--- src/rtl/mbc_pkg.sv ---
// ----------------------------------------------------------------------------
// mbc_pkg
// Shared types and constants of the maze backtracker carver: direction codes,
// register indexes, the controller/datapath command and status words.
// ----------------------------------------------------------------------------
package mbc_pkg;

    localparam logic [2:0] DIR_NONE  = 3'd0;
    localparam logic [2:0] DIR_UP    = 3'd1;
    localparam logic [2:0] DIR_LEFT  = 3'd2;
    localparam logic [2:0] DIR_DOWN  = 3'd3;
    localparam logic [2:0] DIR_RIGHT = 3'd4;

    localparam logic CFG_GRID_WIDTH  = 1'b0;
    localparam logic CFG_GRID_HEIGHT = 1'b1;

    // candidate slots, in listing order
    localparam logic [1:0] NB_RIGHT = 2'd0;
    localparam logic [1:0] NB_DOWN  = 2'd1;
    localparam logic [1:0] NB_LEFT  = 2'd2;
    localparam logic [1:0] NB_UP    = 2'd3;

    typedef enum logic [2:0] {
        EMIT_NONE = 3'd0,
        EMIT_FIN  = 3'd1,
        EMIT_ZERO = 3'd2,
        EMIT_POP  = 3'd3,
        EMIT_STEP = 3'd4
    } t_emit;

    typedef struct packed {
        logic       load_rv;
        logic       clr_step;
        logic       rd_top;
        logic       nbr_rd;
        logic [1:0] rd_idx;
        logic       head_wr;
        logic       col_en;
        logic [1:0] col_idx;
        logic       choose;
        logic       pop;
        logic       wall_wr;
        logic       node_wr;
        t_emit      emit;
    } t_cmd;

    typedef struct packed {
        logic empty;
        logic clr_last;
        logic none;
    } t_stat;

    function automatic logic [1:0] mod3_16(input logic [15:0] v);
        logic [4:0] s;
        logic [2:0] t;
        logic [1:0] r;
        s = 5'(v[1:0]) + 5'(v[3:2]) + 5'(v[5:4]) + 5'(v[7:6])
          + 5'(v[9:8]) + 5'(v[11:10]) + 5'(v[13:12]) + 5'(v[15:14]);
        t = 3'(s[1:0]) + 3'(s[3:2]) + 3'(s[4]);
        unique case (t)
            3'd0, 3'd3, 3'd6: r = 2'd0;
            3'd1, 3'd4, 3'd7: r = 2'd1;
            default:          r = 2'd2;
        endcase
        return r;
    endfunction

    function automatic logic [2:0] slot_dir(input logic [1:0] idx);
        logic [2:0] d;
        unique case (idx)
            NB_RIGHT: d = DIR_RIGHT;
            NB_DOWN:  d = DIR_DOWN;
            NB_LEFT:  d = DIR_LEFT;
            default:  d = DIR_UP;
        endcase
        return d;
    endfunction

    // pick entry (rv mod count) of the walled candidates, in slot order
    function automatic logic [2:0] pick_dir(input logic [3:0] c, input logic [15:0] rv);
        logic [2:0] n;
        logic [1:0] sel;
        logic [2:0] seen;
        logic [2:0] d;
        n    = 3'($countones(c));
        seen = 3'd0;
        d    = DIR_NONE;
        unique case (n)
            3'd1:    sel = 2'd0;
            3'd2:    sel = {1'b0, rv[0]};
            3'd3:    sel = mod3_16(rv);
            default: sel = rv[1:0];
        endcase
        for (int i = 0; i < 4; i++) begin
            if (c[i]) begin
                if (seen == {1'b0, sel}) begin
                    d = slot_dir(2'(i));
                end
                seen = seen + 3'd1;
            end
        end
        return d;
    endfunction

endpackage

--- src/rtl/mbc_ctrl.sv ---
// ----------------------------------------------------------------------------
// mbc_ctrl
// Sequencer of the carver: clearing pass, stack top read, four neighbor reads,
// choice, wall and node writes, result strobes.
// ----------------------------------------------------------------------------
module mbc_ctrl (
    input  logic          i_clk,
    input  logic          i_rst_n,
    input  logic          i_start,
    input  logic          i_action,
    input  mbc_pkg::t_stat i_stat,
    output mbc_pkg::t_cmd  o_cmd,
    output logic          o_busy
);

    typedef enum logic [7:0] {
        S_IDLE   = 8'b0000_0001,
        S_CLR    = 8'b0000_0010,
        S_TOP    = 8'b0000_0100,
        S_NBR    = 8'b0000_1000,
        S_LAST   = 8'b0001_0000,
        S_CHOOSE = 8'b0010_0000,
        S_WALL   = 8'b0100_0000,
        S_NODE   = 8'b1000_0000
    } t_state;

    t_state     r_state, n_state;
    logic [1:0] r_nbr, n_nbr;
    logic       r_report, n_report;
    logic       accept;

    assign o_busy = (r_state != S_IDLE);
    assign accept = i_start && !o_busy;

    always_comb begin
        n_state  = r_state;
        n_nbr    = r_nbr;
        n_report = r_report;
        o_cmd    = '0;
        o_cmd.emit = mbc_pkg::EMIT_NONE;
        unique case (r_state)
            S_IDLE: begin
                if (accept) begin
                    o_cmd.load_rv = 1'b1;
                    if (i_action) begin
                        n_report = 1'b1;
                        n_state  = S_CLR;
                    end else if (i_stat.empty) begin
                        o_cmd.emit = mbc_pkg::EMIT_FIN;
                    end else begin
                        n_state = S_TOP;
                    end
                end
            end
            S_CLR: begin
                o_cmd.clr_step = 1'b1;
                if (i_stat.clr_last) begin
                    n_state = S_IDLE;
                    if (r_report) begin
                        o_cmd.emit = mbc_pkg::EMIT_ZERO;
                    end
                    n_report = 1'b0;
                end
            end
            S_TOP: begin
                o_cmd.rd_top = 1'b1;
                n_nbr   = 2'd0;
                n_state = S_NBR;
            end
            S_NBR: begin
                o_cmd.nbr_rd  = 1'b1;
                o_cmd.rd_idx  = r_nbr;
                o_cmd.head_wr = (r_nbr == 2'd0);
                o_cmd.col_en  = (r_nbr != 2'd0);
                o_cmd.col_idx = r_nbr - 2'd1;
                n_nbr = r_nbr + 2'd1;
                if (r_nbr == 2'd3) begin
                    n_state = S_LAST;
                end
            end
            S_LAST: begin
                o_cmd.col_en  = 1'b1;
                o_cmd.col_idx = 2'd3;
                n_state = S_CHOOSE;
            end
            S_CHOOSE: begin
                o_cmd.choose = 1'b1;
                if (i_stat.none) begin
                    o_cmd.pop  = 1'b1;
                    o_cmd.emit = mbc_pkg::EMIT_POP;
                    n_state    = S_IDLE;
                end else begin
                    n_state = S_WALL;
                end
            end
            S_WALL: begin
                o_cmd.wall_wr = 1'b1;
                n_state = S_NODE;
            end
            S_NODE: begin
                o_cmd.node_wr = 1'b1;
                o_cmd.emit    = mbc_pkg::EMIT_STEP;
                n_state       = S_IDLE;
            end
            default: begin
                n_state = S_IDLE;
            end
        endcase
    end

    always_ff @(posedge i_clk) begin
        if (!i_rst_n) begin
            r_state  <= S_CLR;
            r_nbr    <= 2'd0;
            r_report <= 1'b0;
        end else begin
            r_state  <= n_state;
            r_nbr    <= n_nbr;
            r_report <= n_report;
        end
    end

`ifndef NO_ASSERTIONS
    // a step on an empty stack answers at once and starts no work
    a_empty_stays_idle: assert property (@(posedge i_clk) disable iff (!i_rst_n)
        (accept && !i_action && i_stat.empty) |=> (r_state == S_IDLE))
        else $error("step on empty stack left idle");
`endif

endmodule

--- config.mk ---
export PLATFORM = sky130hd
export DESIGN_NAME = mbc_ctrl
export DESIGN_NICKNAME = d
export VERILOG_FILES = /design/src/rtl/mbc_pkg.sv /design/src/rtl/mbc_ctrl.sv
export SDC_FILE = /design/constraint.sdc
export NUM_CORES = 1
export LEC_CHECK = 0
export BUFFER_PORTS_ARGS = -buffer_cell sky130_fd_sc_hd__buf_4
export CAP_MARGIN = 5
export CELL_PAD_IN_SITES_DETAIL_PLACEMENT = 1
export CELL_PAD_IN_SITES_GLOBAL_PLACEMENT = 1
export CORE_MARGIN = 2
export CORE_UTILIZATION = 35
export DETAILED_ROUTE_END_ITERATION = 12
export MAX_ROUTING_LAYER = met4
export PLACE_DENSITY_LB_ADDON = 0.1
export SYNTH_ARGS = -nofsm -noshare
export SYNTH_HDL_FRONTEND = slang
export SYNTH_SLANG_ARGS = --single-unit
--- constraint.sdc ---
create_clock -name i_clk -period 2.5 [get_ports i_clk]
set_input_delay 0.375 -clock i_clk [delete_from_list [all_inputs] [get_ports i_clk]]
set_output_delay 0.375 -clock i_clk [all_outputs]
set_load 0.02 [all_outputs]
* After elaboration in Yosys (flattened, before gate mapping) *
Index checks and enable logic that the tools add are counted.

word-level totals
  register bits after elaboration = 11
  word-level logic and storage cells = 57

operators by class
  add/sub/neg operators = 2
  eq/ne operators = 15
  multiplexer cells = 29
  reductions and logical operators = 8

operators with widths
  kind                                                                     number
  8-bit case mux with 7 select lines                                       1
  8-bit 2-to-1 mux                                                         5
  1-bit 2-to-1 mux                                                         13
  3-bit case mux with 4 select lines                                       1
  8-bit by 1-bit == test with 1-bit output, second input constant          1
  8-bit by 2-bit == test with 1-bit output, second input constant          1
  8-bit by 3-bit == test with 1-bit output, second input constant          1
  8-bit by 4-bit == test with 1-bit output, second input constant          1
  8-bit by 5-bit == test with 1-bit output, second input constant          1
  8-bit by 6-bit == test with 1-bit output, second input constant          1
  8-bit by 7-bit == test with 1-bit output, second input constant          1
  8-bit == test, second input constant                                     1
  2-bit inequality test, second input constant                             4
  8-bit by 1-bit inequality test with 1-bit output, second input constant  1
  4-bit AND reduction                                                      2
  7-bit 2-to-1 mux                                                         1
  2-bit 2-to-1 mux                                                         3
  3-bit case mux with 2 select lines                                       1
  2-bit nonzero test                                                       3
  4-bit 2-to-1 mux                                                         1
  2-bit case mux with 2 select lines                                       1
  3-bit 2-to-1 mux                                                         1
  3-bit inequality test, second input constant                             1
  2-bit by 1-bit adder with 2-bit output, second input constant            1
  6 further kinds                                                          6

* Longest topological paths before layout *
Gate-level depths: netlist (run 1).

  depth in word-level cells = 5
  mapped depth = 5

* Worst setup path before layout (run 1) *
No wires, ideal clock.

  kind = flip-flop to output port
  start = register r_state[4]
  end = output o_cmd[1] (netlist bit)
  arrival time = 1792 ps
  required time = 2125 ps
  path slack = 333 ps
  stages on the path, launching flop included = 6
  path through = dfxtp_1 > buf_6 > or4_4 > or4_4 > clkinv_2 > a31o_1

RTL lines
  element                 line             RTL
  start, declared         mbc_ctrl.sv:27   t_state r_state, n_state;
  start signal, assigned  mbc_ctrl.sv:117  r_state <= n_state;
  end, declared           mbc_ctrl.sv:12   output mbc_pkg::t_cmd o_cmd,

==> results of run 1 <==
## worst paths after layout
path	from	end	slack, ns	cells after the start
hold / removal	i_stat[2]	r_state[2]	0.29	2
setup / recovery	r_state[7]	o_cmd[1]	0.08	5
setup reg to reg	r_state[7]	r_state[0]	0.70	4
hold reg to reg	r_report	r_report	0.53	2
## cells in the mapped netlist, drive strengths merged (2+ instances only)
| cell | number | area (sq um) |
|---|---|---|
| a21oi | 2 | 10.0 |
| and2 | 2 | 12.5 |
| and4b | 5 | 52.6 |
| buf | 2 | 16.3 |
| clkbuf | 2 | 7.51 |
| dfxtp | 11 | 220 |
| ha | 2 | 25.0 |
| inv | 4 | 15.0 |
| nand2 | 4 | 15.0 |
| nand2b | 3 | 18.8 |
| nand3 | 3 | 15.0 |
| nand4b | 2 | 17.5 |
| nor2 | 12 | 45.0 |
| nor2b | 3 | 18.8 |
| nor4 | 3 | 33.8 |
| o211ai | 2 | 15.0 |
| o21a | 2 | 15.0 |
| o21ai | 6 | 30.0 |
| or4 | 2 | 22.5 |
| xor2 | 2 | 17.5 |
## power groups by stage
stage                     Sequential, uW  Combinational (uW)  Clock [uW]
after CTS                            186                65.5         124
after floorplan                      188                38.2           0
after global placement               190                63.5           0
final                                186                65.0         119
after detailed placement             190                64.9           0
after global routing                 187                72.1         135
## final cells by class
class / instances / share of cell area
Multi-Input combinational cell: 71 / 0.504
Timing Repair Buffer: 25 / 0.189
Inverter: 5 / 0.0202
Clock buffer: 4 / 0.0265
Sequential cell: 11 / 0.226
Tap cell: 27 / 0.0341
## sequential cells by signal (all words and copies together) (netlist names)
name / flops
r_nbr: 2
r_state: 8
r_report: 1
## metrics by stage
stage	utilization	worst slack [ns]	cells	total power, uW	hold slack [ns]
finish	0.495	0.0775	143	370	0.288
global route	0.495	0.00997	143	394	0.276
CTS	0.493	0.0271	143	376	0.289
detailed placement	0.480	0.331	139	255	0.512
global placement	0.480	0.377	139	253	0.500
floorplan	-	0.333	91	227	0.451
## layer usage
metal | track usage | wire length (um)
met4 | 0.0405 | 9
met2 | 0.289 | 1000
met3 | 0.0357 | 39
met1 | 0.242 | 1020
met5 | - | 0
## cells by family after synthesis
logic type               count (synthesis)
multiplexers                             2
flip-flops                              11
buffers and inverters                    9
adder cells (fa/ha/maj)                  2
XOR/XNOR                                 2
AND/OR/NAND/NOR                         44
AO/OA/AOI/OAI                           21
## timing repair
action	4_1_cts	5_1_grt
buffers inserted	0	0
endpoints found under the setup margin	0	1
gates resized for setup	0	3
==> results.cfg, run 1 <==
[synth]
synthFlopType = dfxtp_1
postSynthCellCount = 91
synth_compound_area_frac = 0.193
synth_xor_area_frac = 0.0230
async_flop_share = 0
avgSynthCellArea_sq_um = 8.39
synth-simple-area-share = 0.377
ys_types = 40
synth_fa_ha_area_frac = 0.0328
yosys_warnings = 0
ys_seq_area_frac = 0.289
synth_nets = 100
synth_top_family_by_area = simple AND/OR/NAND/NOR gates
synth-edff-count = 0
synthMuxAreaShare = 0.0279
synth-seq-cells = 11
synthesis.area_sq_um = 763

[grt]
gr-total-overflow = 0
first_global_vias = 751
antenna_found_initial = 0
grt_usage = 0.183
grt_pass1_wl_um = 3440
grt_max_degree = 13

[run]
maxCapViolCount = 0

[placed_design]
dp_hpwl_um = 1600
gp_congestion = 0.772
post_dp_cell_area_sq_um = 961
port_buffers = 24

[timing]
setup_viol = 0
slew-limit-headroom = 0.687
finalHoldViolCount = 0
rsz0062_at_grt = no
fin_crit_sh = 0.969
worst_pin_slew_ns = 0.465
period_minus_slack_ns = 2.42
skew_ns = 0.00405
drv_slew = 0
max_freq_ghz = 0.413
fin_tns_setup_ns = 0

[critical_path]
max_stage_delay_ns = 0.55
crit_family = simple AND/OR/NAND/NOR gates
cp-start-kind = flop
cp_max_fo = 7
cp_slowest_cell = or4_4
crit_required_ns = 2.12
path_common_cell = or4_4
worstSetupPathType = reg -> out
cp_cell_sequence = or4_4 > or4_4 > clkinv_2 > a31o_1 > buf_4
cp-end-kind = primary output
crit_buf_inv = 2
arrival_ns = 2.05

[finish]
nets = 126
multi_input_area_sq_um = 499
seq_area_sq_um = 224
most-common-layout-cells = buf_4, nor2_1, dfxtp_1
final_common_cell = buf_4
drive_gt1_frac = 0.336
area_growth_pct = 29.8
fillers = 248
antenna_cells = 0
final_area_sq_um = 991

[floorplan]
initial_core_util = 0.381
rows = 16
core_sq_mm = 0.00200
die_area_sq_mm = 0.00257
die_h_um = 50.7
ios = 25
die_w_um = 50.7

[outcome]
outcome = complete, no violations

[power]
pwr-share-clk = 0.322
switchingPower_uw = 99.4
ir_drop_mv = 0.269
p_int_uw = 271
p_leak_uw = 0.000448
seqPwrFrac = 0.503
swShare = 0.268
pwr_density_cell_mw_per_mm2 = 374
power_frac_comb = 0.175

[clocking]
clk_pin_slew_worst_paths_ns = 0.07
insertion_delay_ns = 0.26
cts_tree = done
clk_path_buf_depth = 2
cts_buffers = 3
clockRootBuffer = clkbuf_4
cts.sinks = 11
hold_buffers = 0
htree_levels = 1

[hold_path]
min_path_type = in -> reg

[detailed_routing]
drtIter0Drc = 11
antenna_left = 0
drt-vias-per-instance = 5.45
vias = 780
wl_per_cell_um = 14.5
wl_um = 2070
firstDrtPassIters = 4
drcViolationCount = 0
(Power assumes the default switching activity.)
==> inputs of run 2 (changes only) <==
--- a/config.mk
+++ b/config.mk
@@ -5,13 +5,15 @@
 export SDC_FILE = /design/constraint.sdc
 export NUM_CORES = 1
 export LEC_CHECK = 0
-export BUFFER_PORTS_ARGS = -buffer_cell sky130_fd_sc_hd__buf_4
 export CAP_MARGIN = 5
 export CELL_PAD_IN_SITES_DETAIL_PLACEMENT = 1
 export CELL_PAD_IN_SITES_GLOBAL_PLACEMENT = 1
 export CORE_MARGIN = 2
-export CORE_UTILIZATION = 35
+export CORE_UTILIZATION = 43
+export CTS_BUF_LIST = sky130_fd_sc_hd__clkbuf_16
 export DETAILED_ROUTE_END_ITERATION = 12
+export DONT_BUFFER_PORTS = 1
+export GPL_TIMING_DRIVEN = 0
 export MAX_ROUTING_LAYER = met4
 export PLACE_DENSITY_LB_ADDON = 0.1
 export SYNTH_ARGS = -nofsm -noshare
==> run 2 against run 1 <==
  * Combinational power is 28% lower
  * Sequential power is essentially flat
  * Worst setup slack worse by 0.019 ns
  * Critical path type unchanged
==> results.cfg, run 2 (same netlist as run 1, synthesis figures left out) <==
[power]
seqPwrFrac = 0.353
switchingPower_uw = 120
swShare = 0.226
pwr_density_cell_mw_per_mm2 = 586
finalPower_uw = 529
power_frac_comb = 0.088
p_leak_uw = 0.000375
pwr-share-clk = 0.559
ir_drop_mv = 0.453
p_int_uw = 409

[detailed_routing]
firstDrtPassIters = 2
drt-vias-per-instance = 6.16
vias = 708
wl_um = 1950
wl_per_cell_um = 17.0
drcViolationCount = 0
antenna_left = 0
drtIter0Drc = 6

[clocking]
insertion_delay_ns = 0.24
htree_levels = 1
cts_buffers = 3
cts.sinks = 11
cts_tree = done
clockRootBuffer = clkbuf_16
clk_path_buf_depth = 2
clk_pin_slew_worst_paths_ns = 0.04
hold_buffers = 0

[grt]
antenna_found_initial = 0
first_global_vias = 681
gr-total-overflow = 0
grt_pass1_wl_um = 3050
grt_usage = 0.219
grt_max_degree = 11

[timing]
fin_crit_sh = 0.977
slew-limit-headroom = 0.684
fin_tns_setup_ns = 0
max_freq_ghz = 0.410
setup_viol = 0
finalHoldViolCount = 0
drv_slew = 0
worst_pin_slew_ns = 0.470
period_minus_slack_ns = 2.44
hold_slack_ns = 0.211
skew_ns = 0.00154

[critical_path]
arrival_ns = 2.07
cp_max_fo = 10
r2r_slack_ns = 0.65
crit_required_ns = 2.12
worstSetupPathType = reg -> out
cp-start-kind = flop
cp-end-kind = primary output

[floorplan]
initial_core_util = 0.452
die_w_um = 46.1
ios = 25
die_area_sq_mm = 0.00213
core_sq_mm = 0.00169
rows = 15
die_h_um = 46.1

[hold_path]
min_path_type = in -> reg

[run]
maxCapViolCount = 0

[finish]
drive_gt1_frac = 0.194
largest_reg_flops = 8
most-common-layout-cells = nor2_1, dfxtp_1, inv_1
fillers = 215
utilization = 0.534
max_flop_register = r_state
nets = 108
antenna_cells = 0
top_regs = r_state (8), r_nbr (2), r_report (1)
area_growth_pct = 18.2
final_common_cell = nor2_1
finalNonFillerCells = 115

[placed_design]
dp_hpwl_um = 1420
port_buffers = 0
placed_cells = 108
gp_congestion = 0.756

[outcome]
outcome = complete, no violations
## run 2: worst max-delay path, cell delays in order (launching register included)
cell and delay, ns:
dfxtp_1 0.29, buf_2 0.17, or4_4 0.49, or4_4 0.53, clkinv_2 0.13, a31o_4 0.20
## run 2: cell type report
type | count | area, sq um | area share
Multi-Input combinational cell | 71 | 515 | 0.571
Clock buffer | 3 | 75.1 | 0.0832
Inverter | 5 | 20.0 | 0.0222
Tap cell | 17 | 21.3 | 0.0236
Timing Repair Buffer | 3 | 22.5 | 0.0250
Buffer | 4 | 23.8 | 0.0264
Clock inverter | 1 | 3.75 | 0.00416
Sequential cell | 11 | 220 | 0.244
## run 2: per-stage QoR
| stage | area [sq um] | worst slack [ns] |
|---|---|---|
| after floorplan | 763 | 0.333 |
| after global placement | 785 | 0.183 |
| after detailed placement | 785 | 0.137 |
| after CTS | 880 | -0.0298 |
| after global routing | 902 | -0.00553 |
| final | 902 | 0.0587 |
## run 2: path summary, 6_finish.rpt
| path | startpoint | to | depth (start not counted) |
|---|---|---|---|
| setup reg to reg | r_state[5] | r_state[6] | 5 |
| hold / removal | i_stat[2] | r_state[2] | 1 |
| hold reg to reg | r_nbr[0] | r_nbr[0] | 2 |
| setup / recovery | r_state[2] | o_cmd[1] | 5 |
## run 2: timing repair
action | 4_1_cts | 5_1_grt
gates cloned | 0 | 0
pin swaps | 2 | 1
buffers inserted | 0 | 3
resized for setup | 4 | 2
endpoints found under the setup margin | 6 | 4
## run 2: power groups by stage
| stage | logic, uW | registers [uW] | clock network [uW] |
|---|---|---|---|
| after floorplan | 38.2 | 188 | 0 |
| after global placement | 44.4 | 190 | 0 |
| after detailed placement | 45.4 | 190 | 0 |
| after CTS | 47.1 | 187 | 301 |
| after global routing | 51.8 | 187 | 306 |
| final | 46.6 | 187 | 295 |
## run 2: metal layers
layer	up-vias	GRT usage	routed length [um]
met1	338	0.256	914
met3	5	0.0627	55
met4	0	0.120	43
met2	10	0.333	938
met5	-	-	0
li1	355	-	-
==> inputs of run 3 (changes only) <==
--- a/config.mk
+++ b/config.mk
@@ -9,12 +9,11 @@
 export CELL_PAD_IN_SITES_DETAIL_PLACEMENT = 1
 export CELL_PAD_IN_SITES_GLOBAL_PLACEMENT = 1
 export CORE_MARGIN = 2
-export CORE_UTILIZATION = 43
+export CORE_UTILIZATION = 46
 export CTS_BUF_LIST = sky130_fd_sc_hd__clkbuf_16
 export DETAILED_ROUTE_END_ITERATION = 12
 export DONT_BUFFER_PORTS = 1
 export GPL_TIMING_DRIVEN = 0
-export MAX_ROUTING_LAYER = met4
 export PLACE_DENSITY_LB_ADDON = 0.1
 export SYNTH_ARGS = -nofsm -noshare
 export SYNTH_HDL_FRONTEND = slang
==> constraint.sdc (replaced) <==
create_clock -name i_clk -period 3 [get_ports i_clk]
set_input_delay 0.45 -clock i_clk [delete_from_list [all_inputs] [get_ports i_clk]]
set_output_delay 0.45 -clock i_clk [all_outputs]
set_load 0.02 [all_outputs]
==> run 3 against run 2 <==
  * Global-route usage up 0.95 points
  * Total power down 18%
  * Clock skew is essentially flat
  * Combinational power shrank 17%
  * Critical path depth shrank 1
  * Critical path type unchanged
  * Critical endpoint is now o_cmd[8]
==> results.cfg, run 3 (same netlist as run 1, synthesis figures left out) <==
[finish]
most-common-layout-cells = nor2_1, dfxtp_1, o21ai_0
largest_reg_flops = 8
drive_gt1_frac = 0.137
nets = 105
max_flop_register = r_state
final_common_cell = nor2_1
area_growth_pct = 13.0
top_regs = r_state (8), r_nbr (2), r_report (1)
antenna_cells = 0

[power]
finalPower_uw = 435
p_int_uw = 339
power_frac_comb = 0.089
p_leak_uw = 0.000357
pwr_density_cell_mw_per_mm2 = 505
switchingPower_uw = 95.7
seqPwrFrac = 0.358
swShare = 0.220
ir_drop_mv = 0.395
pwr-share-clk = 0.553

[clocking]
cts-resized-gates = 0
cts_tree = done
clockRootBuffer = clkbuf_16
cts.sinks = 11
insertion_delay_ns = 0.24
htree_levels = 1
cts_buffers = 3
post_cts_buffers = 0
hold_buffers = 0
clk_pin_slew_worst_paths_ns = 0.04
clk_path_buf_depth = 2

[timing]
worst_pin_slew_ns = 0.675
fin_tns_setup_ns = 0
drv_slew = 0
skew_ns = 0.00193
period_minus_slack_ns = 2.75
max_freq_ghz = 0.363
slew-limit-headroom = 0.545
setup_viol = 0
finalHoldViolCount = 0
fin_crit_sh = 0.918
rsz0062_at_grt = no

[floorplan]
rows = 14
ios = 25
die_area_sq_mm = 0.00200
initial_core_util = 0.501
core_sq_mm = 0.00152
die_w_um = 44.7
die_h_um = 44.7

[run]
maxCapViolCount = 0

[grt]
first_global_vias = 688
antenna_found_initial = 0
grt_max_degree = 11
gr-total-overflow = 0
grt_pass1_wl_um = 3330
grt_usage = 0.228

[placed_design]
dp_hpwl_um = 1470
port_buffers = 0
gp_congestion = 0.756

[detailed_routing]
drt-vias-per-instance = 6.40
vias = 710
antenna_left = 0
firstDrtPassIters = 2
drtIter0Drc = 7
drcViolationCount = 0
wl_per_cell_um = 18.2
wl_um = 2020

[hold_path]
min_path_type = in -> reg
hold_depth = 1

[critical_path]
arrival_ns = 2.30
cp-end-kind = primary output
crit_required_ns = 2.55
worstSetupPathType = reg -> out
cp-start-kind = flop
r2r_cells = 5
cp_max_fo = 9

[outcome]
outcome = complete, no violations
[run 3: cell count changes in the layout (fill, tap and decap cells not counted), sizes merged]
cell  delta
buf      -3
[run 3: path summary, 6_finish.rpt]
kind / from / to / slack (ns)
max: r_state[6] / o_cmd[8] / 0.25
min: i_stat[2] / r_state[2] / 0.28
max reg2reg: r_state[6] / r_state[7] / 1.02
min reg2reg: r_nbr[0] / r_nbr[0] / 0.49
[run 3: metal layers]
| layer | up-vias | global-route usage | share of wire |
|---|---|---|---|
| li1 | 343 | - | - |
| met2 | 14 | 0.365 | 0.49 |
| met4 | 0 | 0.0848 | 0.011 |
| met1 | 351 | 0.322 | 0.47 |
| met3 | 2 | 0.0160 | 0.029 |
| met5 | - | 0 | 0 |
[run 3: power groups by stage]
stage | clock network, uW | logic (uW) | registers (uW)
finish | 241 | 38.7 | 156
global route | 248 | 43.0 | 156
CTS | 243 | 38.9 | 155
detailed placement | 0 | 38.2 | 158
global placement | 0 | 36.9 | 158
floorplan | 0 | 31.8 | 157
[run 3: worst max-delay path, cell delays in order (launching register included)]
cell and delay (ns):
dfxtp_1 0.29, clkbuf_1 0.20, nor4_4 0.53, nand4b_1 0.38
o21ai_0 0.66
[run 3: layout make-up]
type | count | area, sq um
inverters | 5 | 20.0
flip-flops and latches | 11 | 220
plain buffers | 4 | 23.8
clock buffers | 3 | 75.1
fillers | 189 | 662
well taps | 16 | 20.0
multi-input cells | 71 | 499
clock inverters | 1 | 3.75
[run 3: per-stage QoR]
stage                     utilization  area [sq um]  hold slack (ns)  setup WS (ns)  std cells
after floorplan                     -           763            0.472          0.758         91
after global placement          0.514           783            0.491          0.612        107
after detailed placement        0.514           783            0.510          0.527        107
after CTS                       0.566           862            0.283          0.260        111
after global routing            0.566           862            0.288         0.0910        111
final                           0.566           862            0.280          0.247        111
